--- config.mk ---
export PLATFORM = sky130hd
export DESIGN_NAME = sliding_window_critical_detector_unit
export DESIGN_NICKNAME = d
export VERILOG_FILES = /design/src/rtl/swcd_pkg.sv /design/src/rtl/sliding_window_critical_detector_unit.sv
export SDC_FILE = /design/constraint.sdc
export NUM_CORES = 1
export LEC_CHECK = 0
export ABC_CLOCK_PERIOD_IN_PS = 10200
export BUFFER_PORTS_ARGS = -buffer_cell sky130_fd_sc_hd__buf_2
export CORE_ASPECT_RATIO = 0.8
export CORE_MARGIN = 4
export CORE_UTILIZATION = 35
export CTS_BUF_LIST = sky130_fd_sc_hd__clkbuf_16
export CTS_CLUSTER_SIZE = 30
export DETAILED_ROUTE_END_ITERATION = 8
export PLACE_DENSITY = 0.52
export REMOVE_ABC_BUFFERS = 1
export SETUP_SLACK_MARGIN = 0.15
export SLEW_MARGIN = 20
export SYNTH_ARGS = -nofsm -noshare
export SYNTH_HDL_FRONTEND = slang
export SYNTH_SLANG_ARGS = --single-unit
--- constraint.sdc ---
create_clock -name clk -period 10.2 [get_ports clk]
set_clock_uncertainty 0.1 [all_clocks]
set_input_delay 1.53 -clock clk [delete_from_list [all_inputs] [get_ports clk]]
set_output_delay 1.53 -clock clk [all_outputs]
set_load 0.02 [all_outputs]
--- src/rtl/swcd_pkg.sv ---
`timescale 1ns / 1ps
// ----------------------------------------------------------------------------
// swcd_pkg: shared definitions of the sliding window critical detector
// Window geometry, derived arithmetic widths, register indexes and the
// reset values of the configuration registers.
// ----------------------------------------------------------------------------
package swcd_pkg;

	// Window geometry
	localparam int WINDOW_LEN  = 5;
	localparam int SAMPLE_BITS = 16;

	// Configuration registers are 16 bits wide, except min_in_band
	localparam int CFG_W      = 16;
	localparam int MIB_W      = 3;
	localparam int CFG_ADDR_W = 3;
	localparam int TALLY_W    = 16;

	// Fill counter holds 0 .. WINDOW_LEN-1
	localparam int FILL_W = (WINDOW_LEN > 2) ? $clog2(WINDOW_LEN) : 1;
	// Count of readings in the window: 0 .. WINDOW_LEN
	localparam int CNT_W  = $clog2(WINDOW_LEN + 1);
	// Common width for comparing readings against 16 bit bounds
	localparam int VAL_W  = (SAMPLE_BITS > CFG_W) ? SAMPLE_BITS : CFG_W;
	// Sum of up to WINDOW_LEN values
	localparam int SUM_W  = VAL_W + CNT_W;
	// threshold * count, signed
	localparam int PROD_W = CFG_W + CNT_W + 1;
	// Width used for the mean comparison
	localparam int CMP_W  = ((SUM_W > PROD_W) ? SUM_W : PROD_W) + 1;
	// Width used for the in-band count comparison
	localparam int BCMP_W = (CNT_W > MIB_W) ? CNT_W : MIB_W;

	localparam logic [TALLY_W-1:0] TALLY_MAX = '1;

	// Register indexes
	typedef enum logic [CFG_ADDR_W-1:0] {
		REG_VALID_LOW     = 3'd0,
		REG_VALID_HIGH    = 3'd1,
		REG_BAND_LOW      = 3'd2,
		REG_BAND_HIGH     = 3'd3,
		REG_MIN_IN_BAND   = 3'd4,
		REG_AVG_THRESHOLD = 3'd5
	} cfg_reg_t;

	// Reset values
	localparam logic signed [CFG_W-1:0] VALID_LOW_RST     = 16'sd0;
	localparam logic signed [CFG_W-1:0] VALID_HIGH_RST    = 16'sd150;
	localparam logic signed [CFG_W-1:0] BAND_LOW_RST      = 16'sd70;
	localparam logic signed [CFG_W-1:0] BAND_HIGH_RST     = 16'sd150;
	localparam logic [MIB_W-1:0]        MIN_IN_BAND_RST   = 3'd3;
	localparam logic signed [CFG_W-1:0] AVG_THRESHOLD_RST = 16'sd90;

endpackage

--- src/rtl/sliding_window_critical_detector_unit.sv ---
`timescale 1ns / 1ps
// ----------------------------------------------------------------------------
// sliding_window_critical_detector_unit: critical window detector
// Keeps the last WINDOW_LEN readings and flags windows that have enough
// in-band readings and a high enough mean of the readings in valid range.
// ----------------------------------------------------------------------------
// Usage:
//   Input channel (item_valid/item_ready) carries one signed reading and a
//   last flag per item. Result channel (result_valid/result_ready) returns
//   one item per input item: window_full, critical, critical_count and
//   end_of_run (copy of last). An item with last set closes the sequence:
//   its result carries the final count, then window and count restart.
//   Configuration is written through cfg_write/cfg_addr/cfg_data,
//   indexes above 5 are ignored; write only while the block is empty.
//   Path: the window snapshot is loaded into stage 1 when the item is
//   taken, and the result register loads from stage 1 when it advances.
//   Throughput: one item per cycle while result_ready stays high. State
//   carried across items is the window shift line and fill level at the
//   input and the saturating count in the result stage.
//   Stall: when result_ready is low the result register holds, the snapshot
//   stage fills, and item_ready drops only once both stages are occupied.
//   Reset: arst_n clears the window fill level, the count, both stage
//   valid flags, and loads the register defaults.
// ----------------------------------------------------------------------------
module sliding_window_critical_detector_unit (
	input  logic                                clk,
	input  logic                                arst_n,
	// input items
	input  logic                                item_valid,
	output logic                                item_ready,
	input  logic signed [swcd_pkg::SAMPLE_BITS-1:0] reading,
	input  logic                                last,
	// result items
	output logic                                result_valid,
	input  logic                                result_ready,
	output logic                                window_full,
	output logic                                critical,
	output logic [swcd_pkg::TALLY_W-1:0]        critical_count,
	output logic                                end_of_run,
	// configuration writes
	input  logic                                cfg_write,
	input  logic [swcd_pkg::CFG_ADDR_W-1:0]     cfg_addr,
	input  logic [swcd_pkg::CFG_W-1:0]          cfg_data
);
	import swcd_pkg::*;

	// configuration registers
	logic signed [CFG_W-1:0] valid_low_q;
	logic signed [CFG_W-1:0] valid_high_q;
	logic signed [CFG_W-1:0] band_low_q;
	logic signed [CFG_W-1:0] band_high_q;
	logic [MIB_W-1:0]        min_in_band_q;
	logic signed [CFG_W-1:0] avg_threshold_q;

	// window history and sequence state
	logic signed [SAMPLE_BITS-1:0] store_q [WINDOW_LEN-1];
	logic [FILL_W-1:0]             fill_q;
	logic [TALLY_W-1:0]            tally_q;
	logic                          full_now;

	// stage 1: window snapshot
	logic                          valid_s1;
	logic signed [SAMPLE_BITS-1:0] win_s1 [WINDOW_LEN];
	logic                          full_s1;
	logic                          last_s1;

	// handshake
	logic accept_in;
	logic adv_s2;

	// evaluation
	logic signed [VAL_W-1:0]  win_ext [WINDOW_LEN];
	logic [CNT_W-1:0]         band_cnt;
	logic [CNT_W-1:0]         valid_cnt;
	logic signed [SUM_W-1:0]  valid_sum;
	logic signed [PROD_W-1:0] thr_p;
	logic signed [PROD_W-1:0] cnt_p;
	logic signed [PROD_W-1:0] thr_prod;
	logic                     band_ok;
	logic                     mean_ok;
	logic                     crit_s1;
	logic [TALLY_W-1:0]       tally_next;

	// Handshake: the result register frees when taken, stage 1 moves on then
	assign adv_s2     = valid_s1 && (!result_valid || result_ready);
	assign item_ready = !valid_s1 || adv_s2;
	assign accept_in  = item_valid && item_ready;
	assign full_now   = (fill_q == FILL_W'(WINDOW_LEN - 1));

	// Configuration registers
	always_ff @(posedge clk or negedge arst_n) begin
		if (!arst_n) begin
			valid_low_q     <= VALID_LOW_RST;
			valid_high_q    <= VALID_HIGH_RST;
			band_low_q      <= BAND_LOW_RST;
			band_high_q     <= BAND_HIGH_RST;
			min_in_band_q   <= MIN_IN_BAND_RST;
			avg_threshold_q <= AVG_THRESHOLD_RST;
		end else if (cfg_write) begin
			unique case (cfg_reg_t'(cfg_addr))
				REG_VALID_LOW:     valid_low_q     <= cfg_data;
				REG_VALID_HIGH:    valid_high_q    <= cfg_data;
				REG_BAND_LOW:      band_low_q      <= cfg_data;
				REG_BAND_HIGH:     band_high_q     <= cfg_data;
				REG_MIN_IN_BAND:   min_in_band_q   <= cfg_data[MIB_W-1:0];
				REG_AVG_THRESHOLD: avg_threshold_q <= cfg_data;
				default: ;
			endcase
		end
	end

	// Window history: plain shift line, not reset; only flags critical once it is full
	always_ff @(posedge clk) begin
		if (accept_in) begin
			for (int i = 0; i < WINDOW_LEN - 2; i++) begin
				store_q[i] <= store_q[i+1];
			end
			store_q[WINDOW_LEN-2] <= reading;
		end
	end

	// Fill level, restarts after the last item of a sequence
	always_ff @(posedge clk or negedge arst_n) begin
		if (!arst_n) begin
			fill_q <= '0;
		end else if (accept_in) begin
			if (last) begin
				fill_q <= '0;
			end else if (!full_now) begin
				fill_q <= fill_q + 1'b1;
			end
		end
	end

	// Stage 1 control
	always_ff @(posedge clk or negedge arst_n) begin
		if (!arst_n) begin
			valid_s1 <= 1'b0;
		end else if (item_ready) begin
			valid_s1 <= item_valid;
		end
	end

	// Stage 1 payload: snapshot of the whole window
	always_ff @(posedge clk) begin
		if (accept_in) begin
			for (int i = 0; i < WINDOW_LEN - 1; i++) begin
				win_s1[i] <= store_q[i];
			end
			win_s1[WINDOW_LEN-1] <= reading;
			full_s1              <= full_now;
			last_s1              <= last;
		end
	end

	// Per-reading range checks, count and sum of valid readings
	always_comb begin
		band_cnt  = '0;
		valid_cnt = '0;
		valid_sum = '0;
		for (int i = 0; i < WINDOW_LEN; i++) begin
			win_ext[i] = VAL_W'(win_s1[i]);
			if (win_ext[i] >= VAL_W'(band_low_q) && win_ext[i] <= VAL_W'(band_high_q)) begin
				band_cnt = band_cnt + 1'b1;
			end
			if (win_ext[i] >= VAL_W'(valid_low_q) && win_ext[i] <= VAL_W'(valid_high_q)) begin
				valid_cnt = valid_cnt + 1'b1;
				valid_sum = valid_sum + SUM_W'(win_ext[i]);
			end
		end
	end

	// Exact mean test: sum >= threshold * count, count nonzero
	assign thr_p    = PROD_W'(avg_threshold_q);
	assign cnt_p    = PROD_W'(signed'({1'b0, valid_cnt}));
	assign thr_prod = thr_p * cnt_p;
	assign mean_ok  = (valid_cnt != '0) && (CMP_W'(valid_sum) >= CMP_W'(thr_prod));
	assign band_ok  = BCMP_W'(band_cnt) >= BCMP_W'(min_in_band_q);
	assign crit_s1  = full_s1 && band_ok && mean_ok;

	// Saturating critical count
	assign tally_next = (crit_s1 && tally_q != TALLY_MAX) ? tally_q + 1'b1 : tally_q;

	always_ff @(posedge clk or negedge arst_n) begin
		if (!arst_n) begin
			tally_q <= '0;
		end else if (adv_s2) begin
			tally_q <= last_s1 ? '0 : tally_next;
		end
	end

	// Result register control
	always_ff @(posedge clk or negedge arst_n) begin
		if (!arst_n) begin
			result_valid <= 1'b0;
		end else if (!result_valid || result_ready) begin
			result_valid <= valid_s1;
		end
	end

	// Result register payload
	always_ff @(posedge clk) begin
		if (adv_s2) begin
			window_full    <= full_s1;
			critical       <= crit_s1;
			critical_count <= tally_next;
			end_of_run     <= last_s1;
		end
	end

	// ------------------------------------------------------------------
	// Assertions
	// ------------------------------------------------------------------
	a_crit_needs_full: assert property (@(posedge clk) disable iff (!arst_n)
		result_valid |-> (!critical || window_full))
		else $error("critical result on a window that is not full");

	a_last_restarts_fill: assert property (@(posedge clk) disable iff (!arst_n)
		(accept_in && last) |=> (fill_q == '0))
		else $error("fill level not cleared after last item");

	a_last_clears_tally: assert property (@(posedge clk) disable iff (!arst_n)
		(adv_s2 && last_s1) |=> (tally_q == '0))
		else $error("critical count not cleared after end of sequence");

	a_tally_step: assert property (@(posedge clk) disable iff (!arst_n)
		(adv_s2 && !last_s1 && crit_s1 && tally_q != TALLY_MAX)
		|=> (tally_q == $past(tally_q) + 1'b1))
		else $error("critical count did not advance by one");

	a_s1_holds: assert property (@(posedge clk) disable iff (!arst_n)
		(valid_s1 && !adv_s2) |=> (valid_s1 && $stable(full_s1) && $stable(last_s1)))
		else $error("stage 1 item lost while stalled");

endmodule
[Yosys cells after proc, flatten, opt, wreduce, memory -nomap -nowiden]
Memory sizes are Yosys's and may differ from the RTL's.
Cells that the tools add are included.
Storage, ports and cells
  register bits: 125
  memory bits (writable): 144
  input port bits: 41
  output and inout bits: 21
  memories: 2
Operators by class
  $add $sub $neg: 14
  multipliers: 1
  $lt $le $gt $ge: 22
  equal/unequal tests: 8
  multiplexer cells: 21
  reductions and logical operators: 29
Memory list
  win_s1: words 5, bits a word 16, read ports 5, clocked after memory_dff 0, write ports 5, RTL line sliding_window_critical_detector_unit.sv:63  | logic signed [SAMPLE_BITS-1:0] win_s1 [WINDOW_LEN];
  store_q: words 4, bits a word 16, read ports 4, clocked after memory_dff 0, write ports 4, RTL line sliding_window_critical_detector_unit.sv:56  | logic signed [SAMPLE_BITS-1:0] store_q [WINDOW_LEN-1];
Operator list (number)
  16-bit >= comparator: 10
  16-bit less-or-equal comparator: 10
  19-bit 2-to-1 mux: 5
  19-bit by 16-bit adder with 19-bit output: 4
  16-bit 2-to-1 mux: 2
  3-bit 2-to-1 mux: 10
  3-bit by 1-bit adder with 3-bit output (second input constant): 9
  19-bit by 20-bit >= comparator with 1-bit output: 1
  16-bit by 4-bit multiplier with 20-bit output: 1
  16-bit by 1-bit adder with 16-bit output (second input constant): 1
  1-bit logical AND: 16
  16-bit inequality test (second input constant): 1
  2-bit AND reduction: 7
  3-bit == test (second input constant): 3
  3-bit by 2-bit == test with 1-bit output (second input constant): 2
  1-bit 2-to-1 mux: 4
  3-bit by 1-bit == test with 1-bit output (second input constant): 1
  3-bit >= comparator: 1
  3-bit logical NOT: 1
  3-bit nonzero test: 1
  1-bit logical NOT: 2
  1-bit logical OR: 2
  2-bit inequality test (second input constant): 1

[Longest topological paths before layout]
Gate-level depths: netlist of the first run.
An unclocked memory read counts as a cell.
  word-level depth: 19
  gate-level depth with buffers: 59
  gate-level depth less buffers: 57

[Least setup slack after synthesis of the first run]
OpenSTA, ideal clock, no wires.
  kind: flip-flop to flip-flop
  start point: register valid_high_q[1]
  end point: register critical_count[15] (netlist name), data pin
  setup time: 0.258 ns
  data arrival time: 10.559 ns
  required time: 9.842 ns
  slack: -0.717 ns
  stages on the path, launching flop included: 52
  path through: dfstp_2 -> inv_1 -> ha_1 -> nor2b_1 -> o21ai_0 -> a21oi_1 -> o31ai_1 -> a221oi_1 -> nor3_1 -> inv_1 -> nor2_1 -> ha_1 -> fa_1 -> mux2i_1 -> inv_1 -> ha_1 -> a21o_1 -> a21oi_1 -> [16 not listed] -> o31ai_1 -> xor2_1 -> nand2_1 -> xnor3_1 -> xor2_1 -> ha_1 -> nand4_1 -> nor2_1 -> inv_1 -> nor3_1 -> a221oi_1 -> a21boi_0 -> a211oi_1 -> a311oi_2 -> buf_6 -> buf_6 -> nand4_2 -> xnor2_1
On the way
  cells in the longest elaborated chain, start to end: 17
  elaborated cells between the ends (all ways): 35
  those cells by class: add/sub (8); mul (1); order compare (6); mux (11); reduce/logical (9)
Ends and longest elaborated chain
  from (decl): RTL line sliding_window_critical_detector_unit.sv:49  | logic signed [CFG_W-1:0] valid_high_q;
  from (signal assigned): RTL line sliding_window_critical_detector_unit.sv:102  | REG_VALID_HIGH: valid_high_q <= cfg_data;
  16-bit less-or-equal comparator: RTL line sliding_window_critical_detector_unit.sv:166  | if (win_ext[i] >= VAL_W'(valid_low_q) && win_ext[i] <= VAL_W'(valid_high_q)) begin
  1-bit logical AND: RTL line sliding_window_critical_detector_unit.sv:166
  1-bit 2-to-1 mux: RTL line sliding_window_critical_detector_unit.sv:166
  3-bit by 1-bit adder with 3-bit output: RTL line sliding_window_critical_detector_unit.sv:167  | valid_cnt = valid_cnt + 1'b1;
  3-bit 2-to-1 mux: RTL line sliding_window_critical_detector_unit.sv:166
  3-bit by 1-bit adder with 3-bit output: RTL line sliding_window_critical_detector_unit.sv:167
  3-bit 2-to-1 mux: RTL line sliding_window_critical_detector_unit.sv:166
  3-bit by 1-bit adder with 3-bit output: RTL line sliding_window_critical_detector_unit.sv:167
  [3 not listed]
  16-bit by 4-bit multiplier with 20-bit output: RTL line sliding_window_critical_detector_unit.sv:176  | assign thr_prod = thr_p * cnt_p;
  19-bit by 20-bit >= comparator with 1-bit output: RTL line sliding_window_critical_detector_unit.sv:177  | assign mean_ok = (valid_cnt != '0) && (CMP_W'(valid_sum) >= CMP_W'(thr_prod));
  1-bit logical AND (*): RTL line sliding_window_critical_detector_unit.sv:177
  1-bit logical AND (*): RTL line sliding_window_critical_detector_unit.sv:179  | assign crit_s1 = full_s1 && band_ok && mean_ok;
  net crit_s1: RTL line sliding_window_critical_detector_unit.sv:81  | logic crit_s1;
  1-bit logical AND (*): RTL line sliding_window_critical_detector_unit.sv:182  | assign tally_next = (crit_s1 && tally_q != TALLY_MAX) ? tally_q + 1'b1 : tally_q;
  16-bit 2-to-1 mux (*): RTL line sliding_window_critical_detector_unit.sv:182
  net tally_next[15]: RTL line sliding_window_critical_detector_unit.sv:82  | logic [TALLY_W-1:0] tally_next;
  to (signal assigned): RTL line sliding_window_critical_detector_unit.sv:206  | critical_count <= tally_next;
  to (decl): RTL line sliding_window_critical_detector_unit.sv:38  | output logic [swcd_pkg::TALLY_W-1:0] critical_count,
The timed path passes the listed nets; every way through them passes the cells marked *.
A chain may end at the register's enable or synchronous reset.

==> summary.txt, run 1 <==
Outcome - finished with violations
Violated checks - negative setup slack
Io pins - 62
Fmax - 91.1 MHz
Core area - 0.0602 mm^2
Unrepaired setup endpoints after global routing - true
Hold path startpoint - valid_s1
Grt ovf - 0
Routed WL per cell - 22.7 um
Vias per inst - 5.42
IO buf count - 61
Sw frac - 0.439
GRT Overall Usage - 0.242
Clk slew on worst S/H paths - 0.06 ns
Mapped cell area - 0.0214 mm^2
Hold crit path type - register to register
Vias in the first global route - 19.1k
Post-synth cell types - 88
Leak pwr - 13.3 nW
Worst Setup End Kind - register
WHS Path Cells - 1
Initial detailed-routing violation count - 1,659
P per Cell Area - 314 mW/mm^2
# setup viols final - 33
Clock sink total - 205
Worst Hold End - result_valid
Final WS setup - -0.775 ns
WS Path Type - register to register
Slew headroom - 0.270
Worst vdd ir - 237 uV
Slowest-stage cell, CP - edfxtp_1
Rows - 80
Syn_area_per_cell - 9.54 um^2
Synth Flop Type - edfxtp_1
Number of synthesized flops with an enable pin - 101
Net Switching - 0.00385 W
CTS tree - built
Min Tclk post-route - 10.98 ns
Register area share after synthesis - 0.264
Detailed placement HPWL - 64.4 mm
Total CTS buffers - 25
Placed cell areas - 0.0258 mm^2
Combinational Power Share - 0.774
Routed Wire Length - 81.4 mm
Worst-margin pin slew - 1.09 ns
Initial antenna violation count - 1
Worst EP arrival - 11.18 ns
Crit share post-route - 1.08
Height of the die - 229 um
Critical Path RT - 10.41 ns
Layout cells sized above 1 - 0.294
FFs w/ async S/R, synth - 0.507
H-tree level count - 1
Register share of total power - 0.125
Yosys reg bits - 205
Worst setup SP type - register
R2r worst-path depth - 54
Internal power - 0.00493 W
DR pass1 iterations - 7
Cells after Synth - 2,246
Routed Antenna Nets - 0
Clock buffer depth - 3
Max-cap violations - 0
Syn. warnings - 0
First-pass GRT wire length - 120 mm
Pwr Total - 0.00878 W
Initial Utilization - 0.356
Final Cell Area - 0.0279 mm^2
DRC viols - 0
Via count - 19.4k
Ant. Diodes - 0
Routability congestion estimate - 0.981
CP Max Fanout - 7
Filler instances - 5,718
CP peak stage delay - 0.50 ns
Nets@finish - 3,264
Root buffer cell - clkbuf_16
Fin. Hold Viols - 0
Worst-Skew Late Latency - 0.57 ns
Clock power share - 0.101
Slew Viols, Final - 0
Total die area - 0.0653 mm^2
Critical R2R Capture - critical_count[0]
Die X - 285 um
R2R setup slack - -0.78 ns
Area grow syn2layout - 30.4%
Pin count of the biggest net entering global routing - 65
Reg-to-Reg Start - win_s1[0][1]
-- placed cells by master, fill, tap and decap left out, drive strengths merged, types with 27 or more instances in the layout --
cell type | Yosys | layout
buf | 5 | 503
ha | 463 | 463
inv | 193 | 196
nand2 | 148 | 148
a21oi | 147 | 147
o21ai | 132 | 132
edfxtp | 101 | 101
dfrtp | 87 | 87
mux2 | 81 | 81
a21o | 77 | 77
nor2 | 72 | 72
nand4 | 61 | 61
xnor2 | 59 | 59
and2 | 58 | 58
o21a | 46 | 46
nand3 | 40 | 40
xor2 | 36 | 36
nor2b | 36 | 36
nand2b | 34 | 34
nor3 | 27 | 27
-- critical path, delay by kind of cell (launching register included) --
family | cells | cell delay, ns
compound gates | 19 | 3.84
xor+xnor | 6 | 0.84
fa+ha+maj | 7 | 1.91
buf+inv | 11 | 1.42
flops | 1 | 0.50
mux | 3 | 0.76
simple gates | 8 | 1.34
-- final cells by class --
class / instances / area (um^2) / share of cell area
clock buffers: 26 / 651 / 0.0233
well taps: 820 / 1030 / 0.0367
multi-input cells: 1812 / 16000 / 0.574
flip-flops and latches: 205 / 5660 / 0.202
clock inverters: 20 / 130 / 0.00466
inverters: 193 / 729 / 0.0261
repair buffers: 503 / 3720 / 0.133
-- worst max-delay path by stage --
stage	start	end	slack, ns	cells past startpoint
2_1_floorplan	valid_high_q[1]	tally_q[7]	-2.19	50
3_3_place_gp	win_s1[0][11]	tally_q[5]	-1.80	53
3_5_place_dp	win_s1[0][9]	tally_q[5]	-1.93	54
4_1_cts	win_s1[0][9]	critical_count[6]	-0.53	55
5_1_grt	win_s1[0][10]	tally_q[6]	-1.12	58
6_report	win_s1[0][1]	critical_count[0]	-0.78	54
-- power by group through the flow --
| stage | Sequential (W) | Combinational [W] | Clock [W] |
|---|---|---|---|
| 2_1_floorplan | 0.00109 | 0.00348 | 0 |
| 3_3_place_gp | 0.00110 | 0.00578 | 0 |
| 3_5_place_dp | 0.00111 | 0.00592 | 0 |
| 4_1_cts | 0.00109 | 0.00643 | 0.000911 |
| 5_1_grt | 0.00111 | 0.00749 | 0.000946 |
| 6_report | 0.00110 | 0.00680 | 0.000890 |
-- synthesized netlist by cell type (4+ instances only) --
| cell type | number | area, um^2 |
|---|---|---|
| a2111oi_0 | 4 | 35.0 |
| a211o_1 | 10 | 87.6 |
| a211oi_1 | 15 | 113 |
| a21boi_0 | 7 | 52.6 |
| a21o_1 | 77 | 578 |
| a21oi_1 | 146 | 731 |
| a221oi_1 | 6 | 52.6 |
| a31o_2 | 4 | 35.0 |
| a31oi_1 | 23 | 144 |
| a41oi_1 | 9 | 78.8 |
| and2_1 | 57 | 357 |
| and3_1 | 16 | 100 |
| and4_1 | 13 | 114 |
| clkbuf_1 | 31 | 116 |
| dfrtp_1 | 87 | 2180 |
| dfstp_2 | 17 | 447 |
| edfxtp_1 | 101 | 3030 |
| fa_1 | 20 | 400 |
| ha_1 | 463 | 5790 |
| inv_1 | 193 | 724 |
| mux2_2 | 81 | 912 |
| mux2i_1 | 13 | 130 |
| nand2_1 | 147 | 552 |
| nand2b_1 | 34 | 213 |
| nand3_1 | 37 | 185 |
| nand4_1 | 60 | 375 |
| nor2_1 | 72 | 270 |
| nor2b_1 | 36 | 225 |
| nor3_1 | 27 | 135 |
| nor4_1 | 15 | 93.8 |
| o211ai_1 | 20 | 150 |
| o21a_1 | 46 | 345 |
| o21ai_0 | 129 | 646 |
| o21bai_1 | 11 | 82.6 |
| o22ai_1 | 5 | 31.3 |
| o31ai_1 | 17 | 128 |
| or2_2 | 12 | 75.1 |
| or3_1 | 10 | 62.6 |
| xnor2_1 | 59 | 517 |
| xnor3_1 | 4 | 90.1 |
| xor2_1 | 36 | 315 |
-- sequential cells by signal, summed over array words and instances (netlist names) --
| signal | cells |
|---|---|
| win_s1 | 79 |
| tally_q | 16 |
| critical_count | 16 |
| full_s1 | 1 |
| band_high_q | 16 |
| last_s1 | 1 |
| valid_high_q | 16 |
| critical | 1 |
| fill_q | 3 |
| end_of_run | 1 |
| window_full | 1 |
| avg_threshold_q | 16 |
| store_q | 1 |
| band_low_q | 16 |
| valid_s1 | 1 |
| valid_low_q | 16 |
| min_in_band_q | 3 |
| result_valid | 1 |
-- timing repair --
item                                    4_1_cts  5_1_grt
setup buffers                                14       13
endpoints found under the setup margin       33       33
gates resized for setup                     123      112
pin swaps                                    62       88
hold buffers                                  0        0
-- metrics by stage --
| stage | setup TNS [ns] | std cells | util | hold WS (ns) | setup slack, ns |
|---|---|---|---|---|---|
| after detailed placement | -59.21 | 3506 | 0.428 | 0.387 | -1.93 |
| after global routing | -34.19 | 3579 | 0.465 | 0.422 | -1.12 |
| after floorplan | -62.84 | 2210 | - | 0.318 | -2.19 |
| after global placement | -54.91 | 3506 | 0.428 | 0.379 | -1.80 |
| final | -22.18 | 3579 | 0.465 | 0.408 | -0.775 |
| after CTS | -15.48 | 3566 | 0.453 | 0.410 | -0.533 |
-- routing by layer --
metal  part of all wire  GRT usage  wire [um]  vias up
li1                   -          -          -     9357
met2               0.41      0.354      33300      536
met5                  0          0          0        -
met3              0.071     0.0457       5740      110
met4              0.029     0.0622       2400        0
met1               0.49      0.363      40000     9407
-- logic make-up (layout without fill, tap and decap cells) --
| group | after synthesis | in the layout | synth area share |
|---|---|---|---|
| AO/OA/AOI/OAI | 573 | 573 | 0.174 |
| multiplexers | 94 | 94 | 0.0486 |
| buffers and inverters | 229 | 742 | 0.0410 |
| flip-flops | 205 | 205 | 0.264 |
| adder cells (fa/ha/maj) | 483 | 483 | 0.289 |
| AND/OR/NAND/NOR | 562 | 562 | 0.139 |
| XOR/XNOR | 100 | 100 | 0.0441 |
No activity file was read; power rests on OpenSTA's default activity.
==> run 2, diff against run 1 <==
--- a/config.mk
+++ b/config.mk
@@ -5,7 +5,7 @@
 export SDC_FILE = /design/constraint.sdc
 export NUM_CORES = 1
 export LEC_CHECK = 0
-export ABC_CLOCK_PERIOD_IN_PS = 10200
+export ABC_CLOCK_PERIOD_IN_PS = 10910
 export BUFFER_PORTS_ARGS = -buffer_cell sky130_fd_sc_hd__buf_2
 export CORE_ASPECT_RATIO = 0.8
 export CORE_MARGIN = 4
@@ -13,7 +13,7 @@
 export CTS_BUF_LIST = sky130_fd_sc_hd__clkbuf_16
 export CTS_CLUSTER_SIZE = 30
 export DETAILED_ROUTE_END_ITERATION = 8
-export PLACE_DENSITY = 0.52
+export PLACE_DENSITY = 0.5
 export REMOVE_ABC_BUFFERS = 1
 export SETUP_SLACK_MARGIN = 0.15
 export SLEW_MARGIN = 20
==> constraint.sdc (replaced) <==
create_clock -name clk -period 10.91 [get_ports clk]
set_clock_uncertainty 0.1 [all_clocks]
set_input_delay 1.6365 -clock clk [delete_from_list [all_inputs] [get_ports clk]]
set_output_delay 1.6365 -clock clk [all_outputs]
set_load 0.02 [all_outputs]
==> run 2 against run 1 <==
Compared with the run above:
- the run now ends clean
- clock power decreased by 4.4%
- via count is 1.9% lower
- non-clock buffer count down 73
- worst hold slack got worse by 0.0023 ns
- critical endpoint is now tally_q[6]
- global-route usage decreased by 0.44 points
- design area fell by 1.9%
- die area did not move
- sequential share of layout area grew 0.39 points
- sequential cell count stayed put
- critical path type unchanged
- first-iteration DRC count shrank 14%
==> summary.txt, run 2 (same netlist as run 1, synthesis figures left out) <==
Final WS setup - 0.00639 ns (was -0.775 ns)
Most common cell on crit path - buf_4
Core area - 0.0602 mm^2 (unchanged)
Worst EP arrival - 11.27 ns (was 11.18 ns)
Total die area - 0.0653 mm^2 (unchanged)
GRT Overall Usage - 0.238 (was 0.242)
Total Neg Setup Slack - 0 ns (was -22.18 ns)
Pin count of the biggest net entering global routing - 64 (was 65)
Initial detailed-routing violation count - 1,425 (was 1,659)
Fin. Hold Viols - 0 (unchanged)
CTS tree - built (unchanged)
Slew Viols, Final - 0 (unchanged)
Max-cap violations - 0 (unchanged)
DR pass1 iterations - 5 (was 7)
Max reg flops - 79 (unchanged)
Unrepaired setup endpoints after global routing - true (unchanged)
Placed cell areas - 0.0251 mm^2 (was 0.0258 mm^2)
WS Path Type - register to register (unchanged)
Slowest-stage cell, CP - dfstp_2 (was edfxtp_1)
# setup viols final - 0 (was 33)
H-tree level count - 1 (unchanged)
Area grow syn2layout - 27.9% (was 30.4%)
Via count - 19.0k (was 19.4k)
Leak pwr - 12.9 nW (was 13.3 nW)
Routed WL per cell - 22.6 um (was 22.7 um)
DRC viols - 0 (unchanged)
Worst vdd ir - 193 uV (was 237 uV)
Clk slew on worst S/H paths - 0.06 ns (about the same)
Commonest non-fill, non-tap cell in the layout - ha_1 (unchanged)
Most frequent cells in the layout - ha_1 (434), buf_4 (355), inv_1 (193), nand2_1 (145), a21oi_1 (122) (was ha_1 (433), buf_4 (423), inv_1 (190), nand2_1 (144), a21oi_1 (125))
Nets@finish - 3,192 (was 3,264)
WHS - 0.406 ns (was 0.408 ns)
Worst setup SP type - register (unchanged)
Routed Antenna Nets - 0 (unchanged)
Largest register by flop count - win_s1 (unchanged)
Worst Setup End Kind - register (unchanged)
Fmax - 91.7 MHz (was 91.1 MHz)
Initial antenna violation count - 2 (was 1)
Post-CTS Hold Buffers - 0 (unchanged)
Outcome - finished clean (was finished with violations)
Grt ovf - 0 (unchanged)
Height of the die - 229 um (unchanged)
Detailed placement HPWL - 62.5 mm (was 64.4 mm)
Initial Utilization - 0.356 (unchanged)
Clock sink total - 205 (unchanged)
Worst-margin pin slew - 1.33 ns (was 1.09 ns)
Vias per inst - 5.43 (was 5.42)
CP peak stage delay - 0.52 ns (was 0.50 ns)
First-pass GRT wire length - 118 mm (was 120 mm)
Root buffer cell - clkbuf_16 (unchanged)
Slew headroom - 0.105 (was 0.270)
R2R setup slack - 0.006 ns (was -0.78 ns)
Final Cell Area - 0.0274 mm^2 (was 0.0279 mm^2)
IO buf count - 61 (unchanged)
Layout cells sized above 1 - 0.278 (was 0.294)
Routed Wire Length - 79.3 mm (was 81.4 mm)
Filler instances - 5,698 (was 5,718)
Final std cells w/o fill - 3,509 (was 3,579)
CP Max Fanout - 8 (was 7)
Rows - 80 (unchanged)
Dpl ws - -1.87 ns (was -1.93 ns)
Min Tclk post-route - 10.90 ns (was 10.98 ns)
Clock buffer depth - 3 (unchanged)
Critical Path RT - 11.27 ns (was 10.41 ns)
Number of placed cells counting well taps - 3,416 (was 3,506)
Vias in the first global route - 18.8k (was 19.1k)
Hold crit path type - register to register (unchanged)
Die X - 285 um (unchanged)
Total CTS buffers - 26 (was 25)
Routability congestion estimate - 0.941 (was 0.981)
Worst-Skew Late Latency - 0.56 ns (was 0.57 ns)
P per Cell Area - 297 mW/mm^2 (was 314 mW/mm^2)
Crit share post-route - 0.999 (was 1.08)
Io pins - 62 (unchanged)
-- run 2: changes by cell type in the layout (fill, tap and decap cells not counted), moves of 3 or more --
cell	before	now
buf_4	423	355
a31oi_2	3	0
clkinv_1	6	3
o41ai_2	0	3
a21oi_1	125	122
o21ai_2	8	12
o21ai_1	21	16
inv_1	190	193
-- run 2: path summary, 6_finish.rpt --
kind	start	endpoint	depth (start not counted)
setup reg to reg	valid_high_q[7]	tally_q[6]	59
setup / recovery	valid_high_q[7]	tally_q[6]	59
max in group asynchronous	arst_n	valid_low_q[8]	2
hold / removal	valid_s1	result_valid	1
hold reg to reg	valid_s1	result_valid	1
min in group asynchronous	arst_n	tally_q[3]	1
-- run 2: power breakdown --
group          leakage [nW]  switching (W)  internal (W)
combinational          10.2        0.00315       0.00311
clock                 0.428       0.000379      0.000472
sequential             2.24      0.0000942      0.000939
-- run 2: metal layers --
metal | up-vias | global-route usage | routed length, um
li1 | 9221 | - | -
met3 | 95 | 0.0394 | 5150
met4 | 0 | 0.0533 | 1800
met5 | - | 0 | 0
met2 | 548 | 0.355 | 33100
met1 | 9184 | 0.358 | 39300
-- run 2: metrics by stage --
step / total power, W / utilization
6_report: 0.00815 / 0.456
5_1_grt: 0.00888 / 0.456
4_1_cts: 0.00777 / 0.442
3_5_place_dp: 0.00644 / 0.417
3_3_place_gp: 0.00631 / 0.417
2_1_floorplan: 0.00428 / -
-- run 2: cell type report --
type | count | area (um^2) | area share
diodes | 1 | 2.50 | 0.0000913
repair buffers | 430 | 3130 | 0.114
multi-input cells | 1812 | 16100 | 0.586
well taps | 820 | 1030 | 0.0374
clock inverters | 21 | 134 | 0.00488
flip-flops and latches | 205 | 5660 | 0.206
clock buffers | 27 | 676 | 0.0246
inverters | 193 | 727 | 0.0265
-- run 2: worst max-delay path, delay by kind of cell, from the launching register on --
family / cells / cell delay [ns]
AOI/OAI and AO/OA: 19 / 3.67
xor gates and xnor gates: 5 / 0.76
adders and majority gates: 7 / 1.79
buffers and inverters: 13 / 1.63
DFF: 1 / 0.52
muxes: 1 / 0.28
and+or+nand+nor: 14 / 1.98
-- run 2: timing repair --
item                       CTS  global route
setup buffers               30            14
setup endpoints to repair   33            33
resized for setup          112           131
pin swaps                   53            68
==> run 3, diff against run 2 <==
--- a/config.mk
+++ b/config.mk
@@ -5,6 +5,7 @@
 export SDC_FILE = /design/constraint.sdc
 export NUM_CORES = 1
 export LEC_CHECK = 0
+export ABC_AREA = 1
 export ABC_CLOCK_PERIOD_IN_PS = 10910
 export BUFFER_PORTS_ARGS = -buffer_cell sky130_fd_sc_hd__buf_2
 export CORE_ASPECT_RATIO = 0.8
==> run 3 against run 2 <==
Compared with the run above:
- via count increased by 10%
- combinational power down 33%
- maximum frequency is 7.5% higher
- critical endpoint is now critical_count[8]
- non-clock buffer count shrank 271
- critical path depth grew 1
- design area decreased by 5.6%
- largest cell class unchanged
- sequential power up 5%
==> summary.txt, run 3 <==
Outcome - finished clean (unchanged)
Layout cells sized above 1 - 0.125 (was 0.278)
Grt ovf - 0 (unchanged)
CP Max Fanout - 6 (was 8)
Routed Wire Length - 82.0 mm (was 79.3 mm)
Routed WL per cell - 20.8 um (was 22.6 um)
Via count - 21.0k (was 19.0k)
GRT Overall Usage - 0.233 (was 0.238)
Total die area - 0.0681 mm^2 (was 0.0653 mm^2)
Commonest cells in the netlist - nand2_1 (670), ha_1 (463), inv_1 (410) (was ha_1 (463), inv_1 (193), nand2_1 (147))
Post-synth cell types - 53 (was 88)
Io pins - 62 (unchanged)
Initial detailed-routing violation count - 1,818 (was 1,425)
Root buffer cell - clkbuf_16 (unchanged)
Largest register by flop count - win_s1 (unchanged)
FFs w/ async S/R, synth - 0.507 (unchanged)
Min Tclk post-route - 10.14 ns (was 10.90 ns)
Top Usage Layer GRT - met2 (was met1)
Clock buffer depth - 3 (unchanged)
Worst-margin pin slew - 1.24 ns (was 1.33 ns)
Area grow syn2layout - 15.6% (was 27.9%)
CP peak stage delay - 0.51 ns (was 0.52 ns)
Register area share after synthesis - 0.253 (was 0.264)
Crit share post-route - 0.930 (was 0.999)
Pwr Total - 0.00614 W (was 0.00815 W)
Filler instances - 6,524 (was 5,698)
Commonest non-fill, non-tap cell in the layout - nand2_1 (was ha_1)
Fin util - 0.411 (was 0.456)
Yosys reg bits - 205 (unchanged)
Routability congestion estimate - 0.971 (was 0.941)
Yosys top cell by area - ha_1 (unchanged)
Clock sink total - 205 (unchanged)
H-tree level count - 1 (unchanged)
Clk slew on worst S/H paths - 0.06 ns (about the same)
Worst EP arrival - 10.37 ns (was 11.27 ns)
Synth top area cells - ha_1 (26%), edfxtp_1 (14%), nand2_1 (11%) (was ha_1 (27%), edfxtp_1 (14%), dfrtp_1 (10%))
Rows - 82 (was 80)
CTS tree - built (unchanged)
First-pass GRT wire length - 122 mm (was 118 mm)
Routed Antenna Nets - 0 (unchanged)
Max-cap violations - 0 (unchanged)
Core area - 0.0630 mm^2 (was 0.0602 mm^2)
Placed cell areas - 0.0241 mm^2 (was 0.0251 mm^2)
IO buf count - 61 (unchanged)
P per Cell Area - 237 mW/mm^2 (was 297 mW/mm^2)
Leak pwr - 13.0 nW (was 12.9 nW)
Critical Path RT - 11.13 ns (was 11.27 ns)
Vias per inst - 5.33 (was 5.43)
Worst setup SP type - register (unchanged)
Dpl ws - 0.0605 ns (was -1.87 ns)
Detailed placement HPWL - 64.9 mm (was 62.5 mm)
Die X - 291 um (was 285 um)
Syn_area_per_cell - 7.63 um^2 (was 9.54 um^2)
Initial Utilization - 0.355 (was 0.356)
M3 GR Usage - 0.0185 (was 0.0394)
Worst-Skew Late Latency - 0.58 ns (was 0.56 ns)
Most frequent cells in the layout - nand2_1 (643), ha_1 (436), inv_1 (406), a21oi_1 (209), o21ai_0 (162) (was ha_1 (434), buf_4 (355), inv_1 (193), nand2_1 (145), a21oi_1 (122))
DR pass1 iterations - 6 (was 5)
WS Path Type - register to register (unchanged)
Nets@finish - 3,608 (was 3,192)
Number of synthesized flops with an enable pin - 101 (unchanged)
Total Neg Setup Slack - 0 ns (unchanged)
Most common cell on crit path - nand2_1 (was buf_4)
Final Cell Area - 0.0259 mm^2 (was 0.0274 mm^2)
Bufs and invs on worst path - 9 (was 13)
Synth Flop Type - edfxtp_1 (unchanged)
Slew Viols, Final - 0 (unchanged)
Mapped cell area - 0.0224 mm^2 (was 0.0214 mm^2)
Ant. Diodes - 0 (was 1)
Share of the synthesized area in the top cell type - 0.259 (was 0.270)
DRC viols - 0 (unchanged)
Worst Setup End Kind - register (unchanged)
Height of the die - 234 um (was 229 um)
Pin count of the biggest net entering global routing - 62 (was 64)
Max reg flops - 79 (unchanged)
Met2 GRT Util - 0.359 (was 0.355)
Count leader, synth - nand2_1 (was ha_1)
Final WS setup - 0.767 ns (was 0.00639 ns)
# setup viols final - 0 (unchanged)
Total CTS buffers - 28 (was 26)
Hold crit path type - register to register (unchanged)
Vias in the first global route - 20.1k (was 18.8k)
Slowest-stage cell, CP - edfxtp_1 (was dfstp_2)
GR met1 Demand/Resource - 0.353 (was 0.358)
Initial antenna violation count - 4 (was 2)
Cells after Synth - 2,933 (was 2,246)
Fin. Hold Viols - 0 (unchanged)
Worst vdd ir - 103 uV (was 193 uV)
Syn. warnings - 0 (unchanged)
Slew headroom - 0.166 (was 0.105)
Top delay family on crit path - simple AND/OR/NAND/NOR gates (was compound AO/OA/AOI/OAI gates)
Fmax - 98.6 MHz (was 91.7 MHz)
run 3: changes by cell type after synthesis, moves of 28 or more:
cell	delta
nand2_1	+523
inv_1	+217
nand3_1	+121
nor2_1	+100
a21oi_1	+84
mux2_2	-81
a21o_1	-66
o21ai_0	+52
and2_1	-44
nor2b_1	-36
nand2b_1	-34
o21a_1	-28
run 3: worst register-to-register path: cells and delay by family, from the launching register on:
family	cells	cell delay, ns
AOI/OAI and AO/OA	16	2.66
DFF	1	0.51
buffers and inverters	9	1.27
adders and majority gates	6	1.88
xor gates and xnor gates	3	0.41
and+or+nand+nor	26	3.07
run 3: per-layer routing:
metal,part of all wire,routed length (um)
met1,0.50,40800
met2,0.42,34700
met3,0.055,4530
met4,0.025,2030
met5,0,0
run 3: kinds of logic (layout without fill, tap and decap cells):
logic type	after synthesis	in the layout	synth area share
simple gates	1185	1186	0.230
compound gates	521	521	0.129
fa+ha+maj	483	483	0.277
buf+inv	451	623	0.0770
flops	205	205	0.253
xor+xnor	86	86	0.0336
mux	2	2	0.000894
run 3: where the power goes:
part	total [W]	internal (W)	switching, W
combinational	0.00421	0.00163	0.00257
sequential	0.00108	0.000939	0.000137
clock	0.000862	0.000483	0.000379
run 3: per-stage QoR:
stage          hold WS, ns  cells
3_5_place_dp         0.337   3870
3_3_place_gp         0.346   3870
4_1_cts              0.350   3922
6_report             0.348   3946
5_1_grt              0.368   3946
2_1_floorplan        0.320   2894
run 3: path summary, 6_finish.rpt:
path	start	slack, ns	to	cells after the start
max reg2reg	win_s1[0][6]	0.77	critical_count[8]	60
min in group asynchronous	arst_n	0.97	result_valid	1
min	last_s1	0.35	end_of_run	0
max in group asynchronous	arst_n	8.43	valid_low_q[7]	2
min reg2reg	last_s1	0.35	end_of_run	0
max	win_s1[0][6]	0.77	critical_count[8]	60
run 3: layout make-up:
cell class / count / area, um^2 / share of cell area
multi-input cells: 2278 / 15600 / 0.605
inverters: 412 / 1560 / 0.0602
well taps: 840 / 1050 / 0.0406
clock buffers: 29 / 726 / 0.0280
repair buffers: 159 / 1110 / 0.0429
clock inverters: 23 / 136 / 0.00527
flip-flops and latches: 205 / 5660 / 0.219
run 3: repair_timing:
| item | CTS | global route |
|---|---|---|
| setup endpoints to repair | 21 | 33 |
| pin swaps | 0 | 76 |
| setup buffers | 0 | 20 |
| resized for setup | 2 | 159 |
| gates cloned | 0 | 4 |
| hold buffers | 0 | 0 |
